### src/design/ddmsl_pkg.sv
// Shared constants of the differential drive mixer with slew limit.
`default_nettype none

package ddmsl_pkg;

   // Register indexes on the configuration port
   localparam logic [2:0] REG_SCALE_LINEAR  = 3'd0;
   localparam logic [2:0] REG_SCALE_ANGULAR = 3'd1;
   localparam logic [2:0] REG_MAX_VELOCITY  = 3'd2;
   localparam logic [2:0] REG_MAX_CHANGE    = 3'd3;
   localparam logic [2:0] REG_MIN_VELOCITY  = 3'd4;
   localparam logic [2:0] REG_CONTROL_MODE  = 3'd5;

   // Register reset values
   localparam logic [15:0] RST_SCALE_LINEAR  = 16'd32768;
   localparam logic [15:0] RST_SCALE_ANGULAR = 16'd32768;
   localparam logic [14:0] RST_MAX_VELOCITY  = 15'd5120;
   localparam logic [14:0] RST_MAX_CHANGE    = 15'd128;
   localparam logic [14:0] RST_MIN_VELOCITY  = 15'd26;
   localparam logic [1:0]  RST_CONTROL_MODE  = 2'd0;

   // Control modes
   localparam logic [1:0] MODE_ACTIONS = 2'd2;

   // Control codes
   localparam logic [1:0] CODE_VELOCITY   = 2'd0;
   localparam logic [1:0] CODE_ENERGY     = 2'd1;
   localparam logic [1:0] CODE_CIRCLE     = 2'd2;
   localparam logic [1:0] CODE_LEMNISCATE = 2'd3;

endpackage

`default_nettype wire

### src/design/diff_drive_mixer_slew_limiter.sv
// Top level: joystick arcade mixer for a differential drive with slew limit.
//
//   channel  direction  handshake            payload
//   req      in         req_valid/req_ready  axes Q1.15, four buttons
//   rsp      out        rsp_valid/rsp_ready  drive/control command, Q8.8 speeds
//   csr      in         csr_write_enable     index, 16-bit data
//
// A drive request runs through six sequencer steps around one shared 34x17
// multiplier (two gain products, two mixing products), with rounding/clamp and
// slew shaping overlapped on later steps. The next request can be taken while
// that result is shown, if the receiver takes it. Stop and control-code requests
// are answered in the cycle after acceptance; an arming request gives no answer.
// Synchronous reset clears state and prior velocities; registers get reset values.
// A request is taken only while idle and the result register is free or draining.
`default_nettype none

module diff_drive_mixer_slew_limiter (
   input  wire logic               clock,
   input  wire logic               reset,
   input  wire logic               req_valid,
   output logic                    req_ready,
   input  wire logic signed [15:0] req_throttle_axis,
   input  wire logic signed [15:0] req_turn_axis,
   input  wire logic               req_deadman_held,
   input  wire logic               req_energy_button,
   input  wire logic               req_circle_button,
   input  wire logic               req_lemniscate_button,
   output logic                    rsp_valid,
   input  wire logic               rsp_ready,
   output logic                    rsp_drive_valid,
   output logic                    rsp_drive_mode,
   output logic signed [15:0]      rsp_left_velocity,
   output logic signed [15:0]      rsp_right_velocity,
   output logic                    rsp_control_valid,
   output logic [1:0]              rsp_control_code,
   input  wire logic               csr_write_enable,
   input  wire logic [2:0]         csr_index,
   input  wire logic [15:0]        csr_write_data
);
   import ddmsl_pkg::*;

   typedef enum logic [6:0] {
      ST_IDLE    = 7'b0000001,
      ST_MUL_T   = 7'b0000010,
      ST_MUL_R   = 7'b0000100,
      ST_MUL_L   = 7'b0001000,
      ST_MUL_RR  = 7'b0010000,
      ST_SHAPE_L = 7'b0100000,
      ST_SHAPE_R = 7'b1000000
   } state_type;

   // Round vmax*d/2^31 half away from zero, clamp to +-vmax
   function automatic logic signed [15:0] mix_side(input logic signed [48:0] p,
                                                   input logic [14:0] vmax);
      logic        neg;
      logic [48:0] mag;
      logic [48:0] sum;
      logic [17:0] q;
      logic [14:0] qc;
      logic [15:0] v;
      neg = p[48];
      mag = neg ? 49'(-p) : 49'(p);
      sum = mag + (49'd1 << 30);
      q   = sum[48:31];
      qc  = (q > {3'b000, vmax}) ? vmax : q[14:0];
      v   = {1'b0, qc};
      return neg ? $signed(-v) : $signed(v);
   endfunction

   // Limit the step against prev, then raise small magnitudes to minv
   function automatic logic signed [15:0] shape_side(input logic signed [15:0] v,
                                                     input logic signed [15:0] prev,
                                                     input logic [14:0] mc,
                                                     input logic [14:0] minv);
      logic signed [17:0] lo;
      logic signed [17:0] hi;
      logic signed [17:0] w;
      logic signed [17:0] wm;
      logic signed [17:0] mn;
      lo = $signed({{2{prev[15]}}, prev}) - $signed({3'b000, mc});
      hi = $signed({{2{prev[15]}}, prev}) + $signed({3'b000, mc});
      mn = $signed({3'b000, minv});
      w  = $signed({{2{v[15]}}, v});
      if (w < lo) begin
         w = lo;
      end else if (w > hi) begin
         w = hi;
      end
      wm = w[17] ? -w : w;
      if (wm < mn) begin
         w = w[17] ? -mn : mn;
      end
      return w[15:0];
   endfunction

   state_type          state_ff, state_in;
   logic               armed_ff, armed_in;
   logic signed [15:0] prev_left_ff, prev_left_in;
   logic signed [15:0] prev_right_ff, prev_right_in;

   logic [15:0] scale_linear_ff;
   logic [15:0] scale_angular_ff;
   logic [14:0] max_velocity_ff;
   logic [14:0] max_change_ff;
   logic [14:0] min_velocity_ff;
   logic [1:0]  control_mode_ff;

   logic signed [15:0] ax_ff, ax_in;
   logic signed [15:0] ay_ff, ay_in;
   logic signed [32:0] t_ff, t_in;
   logic signed [32:0] r_ff, r_in;
   logic signed [48:0] p_ff, p_in;
   logic signed [15:0] q_ff, q_in;
   logic signed [15:0] left_ff, left_in;

   logic               rsp_valid_ff, rsp_valid_in;
   logic               drive_valid_ff, drive_valid_in;
   logic               drive_mode_ff, drive_mode_in;
   logic signed [15:0] out_left_ff, out_left_in;
   logic signed [15:0] out_right_ff, out_right_in;
   logic               control_valid_ff, control_valid_in;
   logic [1:0]         control_code_ff, control_code_in;

   logic signed [33:0] mul_a;
   logic signed [16:0] mul_b;
   logic signed [50:0] mul_p;
   logic signed [33:0] diff_tr;
   logic signed [33:0] sum_tr;
   logic               accept;
   logic               any_button;

   assign req_ready  = (state_ff == ST_IDLE) && (!rsp_valid_ff || rsp_ready);
   assign accept     = req_valid && req_ready;
   assign any_button = req_energy_button || req_circle_button || req_lemniscate_button;

   assign diff_tr = $signed({t_ff[32], t_ff}) - $signed({r_ff[32], r_ff});
   assign sum_tr  = $signed({t_ff[32], t_ff}) + $signed({r_ff[32], r_ff});

   // Select the operands of the shared multiplier
   always_comb begin
      unique case (state_ff)
         ST_MUL_T: begin
            mul_a = 34'(ax_ff);
            mul_b = $signed({1'b0, scale_linear_ff});
         end
         ST_MUL_R: begin
            mul_a = 34'(ay_ff);
            mul_b = $signed({1'b0, scale_angular_ff});
         end
         ST_MUL_L: begin
            mul_a = diff_tr;
            mul_b = $signed({2'b00, max_velocity_ff});
         end
         ST_MUL_RR: begin
            mul_a = sum_tr;
            mul_b = $signed({2'b00, max_velocity_ff});
         end
         default: begin
            mul_a = '0;
            mul_b = '0;
         end
      endcase
   end

   assign mul_p = mul_a * mul_b;

   // Sequence a request through the shared multiplier
   always_comb begin
      state_in         = state_ff;
      armed_in         = armed_ff;
      prev_left_in     = prev_left_ff;
      prev_right_in    = prev_right_ff;
      ax_in            = ax_ff;
      ay_in            = ay_ff;
      t_in             = t_ff;
      r_in             = r_ff;
      p_in             = p_ff;
      q_in             = q_ff;
      left_in          = left_ff;
      rsp_valid_in     = rsp_valid_ff && !rsp_ready;
      drive_valid_in   = drive_valid_ff;
      drive_mode_in    = drive_mode_ff;
      out_left_in      = out_left_ff;
      out_right_in     = out_right_ff;
      control_valid_in = control_valid_ff;
      control_code_in  = control_code_ff;

      unique case (state_ff)
         ST_IDLE: begin
            if (accept) begin
               if (!armed_ff) begin
                  armed_in = 1'b1;
               end else if (!req_deadman_held) begin
                  // stop command
                  rsp_valid_in     = 1'b1;
                  drive_valid_in   = 1'b1;
                  drive_mode_in    = 1'b0;
                  out_left_in      = '0;
                  out_right_in     = '0;
                  control_valid_in = 1'b0;
                  control_code_in  = CODE_VELOCITY;
               end else if (control_mode_ff == MODE_ACTIONS && any_button) begin
                  // action button, energy first
                  rsp_valid_in     = 1'b1;
                  drive_valid_in   = 1'b0;
                  drive_mode_in    = 1'b0;
                  out_left_in      = '0;
                  out_right_in     = '0;
                  control_valid_in = 1'b1;
                  control_code_in  = req_energy_button ? CODE_ENERGY :
                                     (req_circle_button ? CODE_CIRCLE : CODE_LEMNISCATE);
               end else begin
                  ax_in    = req_throttle_axis;
                  ay_in    = req_turn_axis;
                  state_in = ST_MUL_T;
               end
            end
         end
         ST_MUL_T: begin
            t_in     = mul_p[32:0];
            state_in = ST_MUL_R;
         end
         ST_MUL_R: begin
            r_in     = mul_p[32:0];
            state_in = ST_MUL_L;
         end
         ST_MUL_L: begin
            p_in     = mul_p[48:0];
            state_in = ST_MUL_RR;
         end
         ST_MUL_RR: begin
            q_in     = mix_side(p_ff, max_velocity_ff);
            p_in     = mul_p[48:0];
            state_in = ST_SHAPE_L;
         end
         ST_SHAPE_L: begin
            left_in  = shape_side(q_ff, prev_left_ff, max_change_ff, min_velocity_ff);
            q_in     = mix_side(p_ff, max_velocity_ff);
            state_in = ST_SHAPE_R;
         end
         ST_SHAPE_R: begin
            // drive command; the result register is free here
            out_right_in     = shape_side(q_ff, prev_right_ff, max_change_ff,
                                          min_velocity_ff);
            out_left_in      = left_ff;
            prev_left_in     = left_ff;
            prev_right_in    = out_right_in;
            rsp_valid_in     = 1'b1;
            drive_valid_in   = 1'b1;
            drive_mode_in    = 1'b1;
            control_valid_in = 1'b1;
            control_code_in  = CODE_VELOCITY;
            state_in         = ST_IDLE;
         end
         default: begin
            state_in = ST_IDLE;
         end
      endcase
   end

   // Control state
   always_ff @(posedge clock) begin
      if (reset) begin
         state_ff      <= ST_IDLE;
         armed_ff      <= 1'b0;
         prev_left_ff  <= '0;
         prev_right_ff <= '0;
         rsp_valid_ff  <= 1'b0;
      end else begin
         state_ff      <= state_in;
         armed_ff      <= armed_in;
         prev_left_ff  <= prev_left_in;
         prev_right_ff <= prev_right_in;
         rsp_valid_ff  <= rsp_valid_in;
      end
   end

   // Datapath and result payload
   always_ff @(posedge clock) begin
      ax_ff            <= ax_in;
      ay_ff            <= ay_in;
      t_ff             <= t_in;
      r_ff             <= r_in;
      p_ff             <= p_in;
      q_ff             <= q_in;
      left_ff          <= left_in;
      drive_valid_ff   <= drive_valid_in;
      drive_mode_ff    <= drive_mode_in;
      out_left_ff      <= out_left_in;
      out_right_ff     <= out_right_in;
      control_valid_ff <= control_valid_in;
      control_code_ff  <= control_code_in;
   end

   // Decode configuration writes
   always_ff @(posedge clock) begin
      if (reset) begin
         scale_linear_ff  <= RST_SCALE_LINEAR;
         scale_angular_ff <= RST_SCALE_ANGULAR;
         max_velocity_ff  <= RST_MAX_VELOCITY;
         max_change_ff    <= RST_MAX_CHANGE;
         min_velocity_ff  <= RST_MIN_VELOCITY;
         control_mode_ff  <= RST_CONTROL_MODE;
      end else if (csr_write_enable) begin
         unique case (csr_index)
            REG_SCALE_LINEAR:  scale_linear_ff  <= csr_write_data;
            REG_SCALE_ANGULAR: scale_angular_ff <= csr_write_data;
            REG_MAX_VELOCITY:  max_velocity_ff  <= csr_write_data[14:0];
            REG_MAX_CHANGE:    max_change_ff    <= csr_write_data[14:0];
            REG_MIN_VELOCITY:  min_velocity_ff  <= csr_write_data[14:0];
            REG_CONTROL_MODE:  control_mode_ff  <= csr_write_data[1:0];
            default: begin
            end
         endcase
      end
   end

   assign rsp_valid          = rsp_valid_ff;
   assign rsp_drive_valid    = drive_valid_ff;
   assign rsp_drive_mode     = drive_mode_ff;
   assign rsp_left_velocity  = out_left_ff;
   assign rsp_right_velocity = out_right_ff;
   assign rsp_control_valid  = control_valid_ff;
   assign rsp_control_code   = control_code_ff;

endmodule

`default_nettype wire

### config.mk
export PLATFORM = sky130hd
export DESIGN_NAME = diff_drive_mixer_slew_limiter
export DESIGN_NICKNAME = d
export VERILOG_FILES = /design/src/design/ddmsl_pkg.sv /design/src/design/diff_drive_mixer_slew_limiter.sv
export SDC_FILE = /design/constraint.sdc
export NUM_CORES = 2
export LEC_CHECK = 0
export ABC_AREA = 0
export BUFFER_PORTS_ARGS = -buffer_cell sky130_fd_sc_hd__buf_2
export CORE_AREA = 5 5 313 315
export DETAILED_ROUTE_END_ITERATION = 10
export DIE_AREA = 0 0 318 320
export GPL_ROUTABILITY_DRIVEN = 0
export GPL_TIMING_DRIVEN = 0
export SLEW_MARGIN = 30
export SYNTH_ARGS = -nofsm -noshare
export SYNTH_HDL_FRONTEND = slang
export SYNTH_SLANG_ARGS = --single-unit
### constraint.sdc
create_clock -name clock -period 30.9 [get_ports clock]
set_input_delay 1.545 -clock clock [delete_from_list [all_inputs] [get_ports clock]]
set_output_delay 1.545 -clock clock [all_outputs]
set_load 0.05 [all_outputs]
Yosys cells after proc, flatten, opt, wreduce, memory -nomap -nowiden --
Cells that the tools add are included. W data, S select, Z words.
Storage, ports and cells: bits in registers 336, latch bits 0, RAM bits 0, bits in read-only memories 0, input bits 60, output and inout port bits 39, word-level logic and storage cells 141, memories 0
Cells by class: add/subtract/negate cells 12, multipliers 1, div/mod/pow operators 0, magnitude comparators 7, equality and inequality tests 18, shifts and indexed selects 0, mux-type cells 54, bitwise operators 1, reductions and logical operators 23
Operators with widths (number):
- $mux W18 | 8
- $pmux W34 S4 | 1
- $mux W16 | 8
- $pmux W16 S2 | 2
- $add A49 B31 Y49 const B | 1
- $mul A34 B17 Y49 | 1
- $mux W49 | 1
- $neg A49 Y49 | 1
- $pmux W16 S3 | 1
- $pmux W7 S6 | 1
- $lt A18 B16 Y1 | 2
- $neg A18 Y18 | 2
- $add A16 B16 Y17 | 2
- $add A33 B33 Y34 | 1
- $gt A16 B17 Y1 | 2
- $lt A16 B17 Y1 | 2
- $sub A16 B16 Y17 | 2
- $sub A33 B33 Y34 | 1
- $neg A15 Y16 | 2
- $mux W15 | 2
- $mux W7 | 4
- $gt A18 B15 Y1 | 1
- $mux W1 | 16
- $reduce_and A2 Y1 | 7
- other kinds (25) | 45

Depth between registers and ports, before layout --
depth after elaboration 10, mapped depth 45, mapped depth without buffers 44

Worst setup path before layout --
No wires, ideal clock.
path type register -> register, start reg state_ff[6], end reg p_ff[45] (data pin), setup time 266 ps, data arrival time 9878 ps, data required time 30634 ps, slack 20757 ps, stages on the path, launching flop included 46, buffers on the path 3, cell sequence dfxtp_1 > nor4_1 > nor2b_1 > and2_1 > clkbuf_1 > clkbuf_1 > nor2_1 > xor2_1 > ha_1 > nor2b_1 > o21ai_0 > a21boi_0 > o21a_1 > o21ai_0 > o21ai_0 > a21o_1 > a21oi_1 > xnor2_1 > [10 not listed] > fa_1 > inv_1 > fa_1 > inv_1 > fa_1 > ha_1 > o21a_1 > o21ai_0 > o211ai_1 > o211ai_1 > a21oi_1 > o41ai_1 > o21ai_0 > o41ai_1 > nor2b_1 > a31o_2 > nand3_1 > o211ai_1
Between the ends: cells in the longest elaborated chain, start to end 4, elaborated cells on any way between the ends 8, those cells by class mul (1); eq/ne (4); mux (2); reduce/logical (1)
RTL lines:
- start: declaration | RTL line diff_drive_mixer_slew_limiter.sv:96 | state_type state_ff, state_in;
- start signal: assignment | RTL line diff_drive_mixer_slew_limiter.sv:270 | state_ff <= state_in;
- $eq A7 B5 Y1 or $eq A7 B4 Y1 (tied branches) | RTL line diff_drive_mixer_slew_limiter.sv:141 | unique case (state_ff)
- $reduce_or A2 Y1 (no line)
- $pmux W16 S3 | RTL line diff_drive_mixer_slew_limiter.sv:141
- $mul A34 B17 Y49 * | RTL line diff_drive_mixer_slew_limiter.sv:165 | assign mul_p = mul_a * mul_b;
- net mul_p[45] | RTL line diff_drive_mixer_slew_limiter.sv:126 | logic signed [50:0] mul_p;
- end signal: assignment | RTL line diff_drive_mixer_slew_limiter.sv:284 | p_ff <= p_in;
- end: declaration | RTL line diff_drive_mixer_slew_limiter.sv:112 | logic signed [48:0] p_ff, p_in;
Mark *: on every way through the listed nets, which the timed path passes. The rest lies on a longest branch. A chain may end at the register's enable or synchronous reset.

Final worst setup path --
start reg state_ff[0], end reg p_ff[45] (data pin)
Same word-level chain as after synthesis.

==> summary.txt <==
Critical path
  – Crit path largest cell delay: approximately 0.67 ns
  – Crit path required time: roughly 31 ns
  – Crit-path slowest cell: o41ai_2
  – Reg2reg end: p_ff[45]$_DFFE_PN_
  – Delay-heaviest family, CP: compound AO/OA/AOI/OAI gates
  – Worst-path fanout max: 10
  – Critical R2R Launch: state_ff[0]$_SDFFE_PP1P_
  – Most frequent CP cell: fa_1
  – CP Launch Point: state_ff[0]$_SDFFE_PP1P_
  – R2R setup slack: between 15 and 20 ns
  – CP Depth: 45
  – WS Path Type: flop to flop
  – CP endpoint kind: flop
  – Startpoint types: flop
  – R2R depth: between 40 and 50
  – WP buf/inv: 8
  – CP endpoint: p_ff[45]$_DFFE_PN_
  – WP data arrival: between 10 and 15 ns

Logic synthesis
  – Post-synth top area share: roughly a quarter
  – Number of synthesized flops with an enable pin: 216
  – Synth cell types: 100
  – Top_reg_cell synth: edfxtp_1
  – Synth Area in Compound Gates: between 10% and 20%
  – Seq cells post-synth: 336
  – Syn Std Cell Area: 42,400 µm²
  – Post-Synth Simple-Gate Area: about 17%
  – Syn Nets: between 5,000 and 6,000
  – Post-synthesis adder-cell area fraction: between 30% and 40%
  – Syn Area/Cell: approximately 8.7 µm²
  – Ys async rst share: 0%
  – Syn Inst Count: between 4,000 and 5,000
  – XOR/XNOR share of the synthesized area: under 10%
  – Largest cells by area after synthesis: fa_1 24%, edfxtp_1 15%, ha_1 9.7%
  – Synth area leader: fa_1
  – Multiplexer share of the synthesized area: ~1%
  – Sequential element share of the synthesized area: a little over a fifth
  – Synth warn: 0
  – Largest family of logic cells by synthesized area: adder cells

Clock tree
  – Htree depth: 2
  – Max clock buf depth: 3
  – Clock tree from TritonCTS: done
  – Later-pin clock latency in the skew report: approximately 0.60 ns
  – Hold buffers post-CTS: 0
  – Clk root buf: clkbuf_16
  – Post-CTS setup buffers: 0
  – Sink Count: 336
  – Clk slew on worst S/H paths: 0.06 ns
  – CTS Buf Count: 37
  – Post-cts resize count: 0

Min path
  – Min-delay worst type: flop to flop

Cells and area
  – N_diodes: 0
  – Share of cells above drive strength 1: about 5.1%
  – Area delta synth->final: 8.23%
  – Reg area: slightly below 9000 µm²
  – FILL cells: slightly above 9,000
  – Area of the multi-input gates: approximately 30,000 µm²
  – Nets: 5,909
  – Final Non-Filler Cells: around 6,300

STA
  – Slew Limit Headroom: a little over a quarter
  – Final setup violation count: 0
  – Fin worst setup slack: ~18 ns
  – Fin crit period: about 13 ns
  – Fin. Hold Viols: 0
  – Fin. max-slew vios: 0
  – Worst-Margin Slew: about 1.1 ns
  – Setup_tns: 0 ns
  – Skew final: ~0.04 ns
  – RSZ-0062 raised after global routing: false
  – Final period utilization: between 40% and 50%
  – Achievable Freq: 78.6 MHz

Placed design
  – IO Port Bufs: 97
  – Placed instance count: approximately 6,200
  – Dpl hpwl: roughly 120,000 µm
  – Post-place setup slack: around 18 ns

Routing
  – First-pass DRT Iterations: 7
  – Drt drc: 0
  – Vias post-DR: 36,037
  – Final wirelength: between 100,000 and 150,000 µm
  – Routed WL per cell: ~23 µm
  – Post-route ant nets: 0
  – 1st-iter DRT viols: 3,632
  – DR vias/cell: 5.71

Pwr
  – Leak Pwr: around 0.020 µW
  – Clock share of power: about two fifths
  – Total net switching power: ~330 µW
  – Comb pwr share: around 17%
  – Peak supply drop: 29.3 µV
  – Sw Ratio: a little under 30%
  – Final Total Pwr: ~1100 µW
  – Pwr Density: around 25 nW/µm²
  – Total internal power: 798 µW
  – Register share of total power: 42.8%

Global route
  – GRT Total Usage: about 28%
  – Initial antenna violation count: 1
  – Largest net degree at the start of global routing: 43
  – GRT overflow: 0
  – Vias in the first global route: 35,282
  – First-pass GRT wire length: 218,000 µm

Floorplan
  – Area of the die: 102,000 µm²
  – IO Count: 99
  – Chip Width: approximately 320 µm
  – Rows: 113
  – Die Ht: between 300 and 400 µm
  – Core area: ~95,000 µm²
  – Initial core utilization: 44.8%

Flow run
  – Number of max-cap violations: 0

Run status
  – Status: completed
-- layout make-up --
class | count | share of cell area (%)
repair buffers | 102 | 1.25
multi-input cells | 3589 | 65.4
flip-flops and latches | 336 | 19.4
well taps | 1265 | 3.45
clock buffers | 44 | 2.23
plain buffers | 201 | 1.75
inverters | 746 | 6.10
clock inverters | 24 | 0.488
-- cells by family (layout without fill, tap and decap cells) --
kind of cell / Yosys count / count (layout)
DFF: 336 / 336
xor gates and xnor gates: 255 / 255
adders and majority gates: 837 / 837
muxes: 39 / 39
buffers and inverters: 947 / 1117
and+or+nand+nor: 1575 / 1575
AOI/OAI and AO/OA: 883 / 883
-- worst reg2reg max path, delay by kind of cell, from the launching register on --
kind | cells | cell delay (ns)
buffers and inverters | 8 | 1.57
flip-flops | 1 | 0.36
AND/OR/NAND/NOR | 10 | 2.10
XOR/XNOR | 2 | 0.36
AO/OA/AOI/OAI | 17 | 4.18
adder cells (fa/ha/maj) | 8 | 3.85
-- stage by stage --
stage               instance area [µm²]  utilization, %  hold slack [ns]
floorplan                         42400               -            0.436
global placement                  44500            47.0            0.441
detailed placement                44600            47.2            0.447
CTS                               45900            48.5            0.458
global route                      45900            48.5            0.475
finish                            45900            48.5            0.459
-- power by group through the flow --
stage | Sequential (µW) | Clock, µW | Combinational (µW)
after detailed placement | 494 | 0 | 185
after global routing | 485 | 479 | 207
final | 484 | 455 | 192
after floorplan | 495 | 0 | 129
after global placement | 494 | 0 | 183
after CTS | 484 | 461 | 187
-- layer usage --
| layer | global-route usage (%) | part of all wire [%] | up-vias |
|---|---|---|---|
| met2 | 45.2 | 46 | 1604 |
| met3 | 4.51 | 7.9 | 322 |
| li1 | - | - | 16412 |
| met5 | 0 | 0 | - |
| met1 | 36.8 | 41 | 17699 |
| met4 | 12.4 | 5.5 | 0 |
-- cells in the mapped netlist (68+ instances only) --
cell type	count
a21o_1	75
a21oi_1	290
clkbuf_1	172
dfxtp_1	120
edfxtp_1	216
fa_1	506
ha_1	330
inv_1	741
nand2_1	746
nand3_1	68
nor2_1	344
o21ai_0	130
xnor2_1	194
-- sequential cells by signal, summed over array words and instances, names as in the netlist, 16 cells and up --
name / flops
ax_ff: 16
ay_ff: 16
left_ff: 16
p_ff: 49
prev_left_ff: 16
prev_right_ff: 16
q_ff: 16
r_ff: 33
rsp_left_velocity: 16
rsp_right_velocity: 16
scale_angular_ff: 16
scale_linear_ff: 16
t_ff: 33
-- worst min path at each step --
stage                                   endpoint                               from  cells past startpoint  slack (ns)
2_1_floorplan   scale_angular_ff[0]$_SDFFE_PP0P_   scale_angular_ff[0]$_SDFFE_PP0P_                      2        0.44
3_3_place_gp    scale_angular_ff[6]$_SDFFE_PP0P_   scale_angular_ff[6]$_SDFFE_PP0P_                      2        0.44
3_5_place_dp    scale_angular_ff[6]$_SDFFE_PP0P_   scale_angular_ff[6]$_SDFFE_PP0P_                      2        0.45
4_1_cts         scale_angular_ff[9]$_SDFFE_PP0P_   scale_angular_ff[9]$_SDFFE_PP0P_                      2        0.46
5_1_grt         scale_angular_ff[0]$_SDFFE_PP0P_   scale_angular_ff[0]$_SDFFE_PP0P_                      2        0.47
6_report       scale_angular_ff[14]$_SDFFE_PP0P_  scale_angular_ff[14]$_SDFFE_PP0P_                      2        0.46
-- cells in the final DEF (no fill, tap or decap), drive strengths merged, types with 44 or more instances in the layout --
cell type	instances
buf	130
inv	745
and2	52
a21oi	290
nor3	69
a21o	75
xnor2	194
ha	330
nor2	344
nand3	70
nor4	44
clkbuf	217
nand2	746
xor2	61
o21ai	145
edfxtp	216
fa	506
dfxtp	120
No activity file was read; power rests on OpenSTA's default activity.
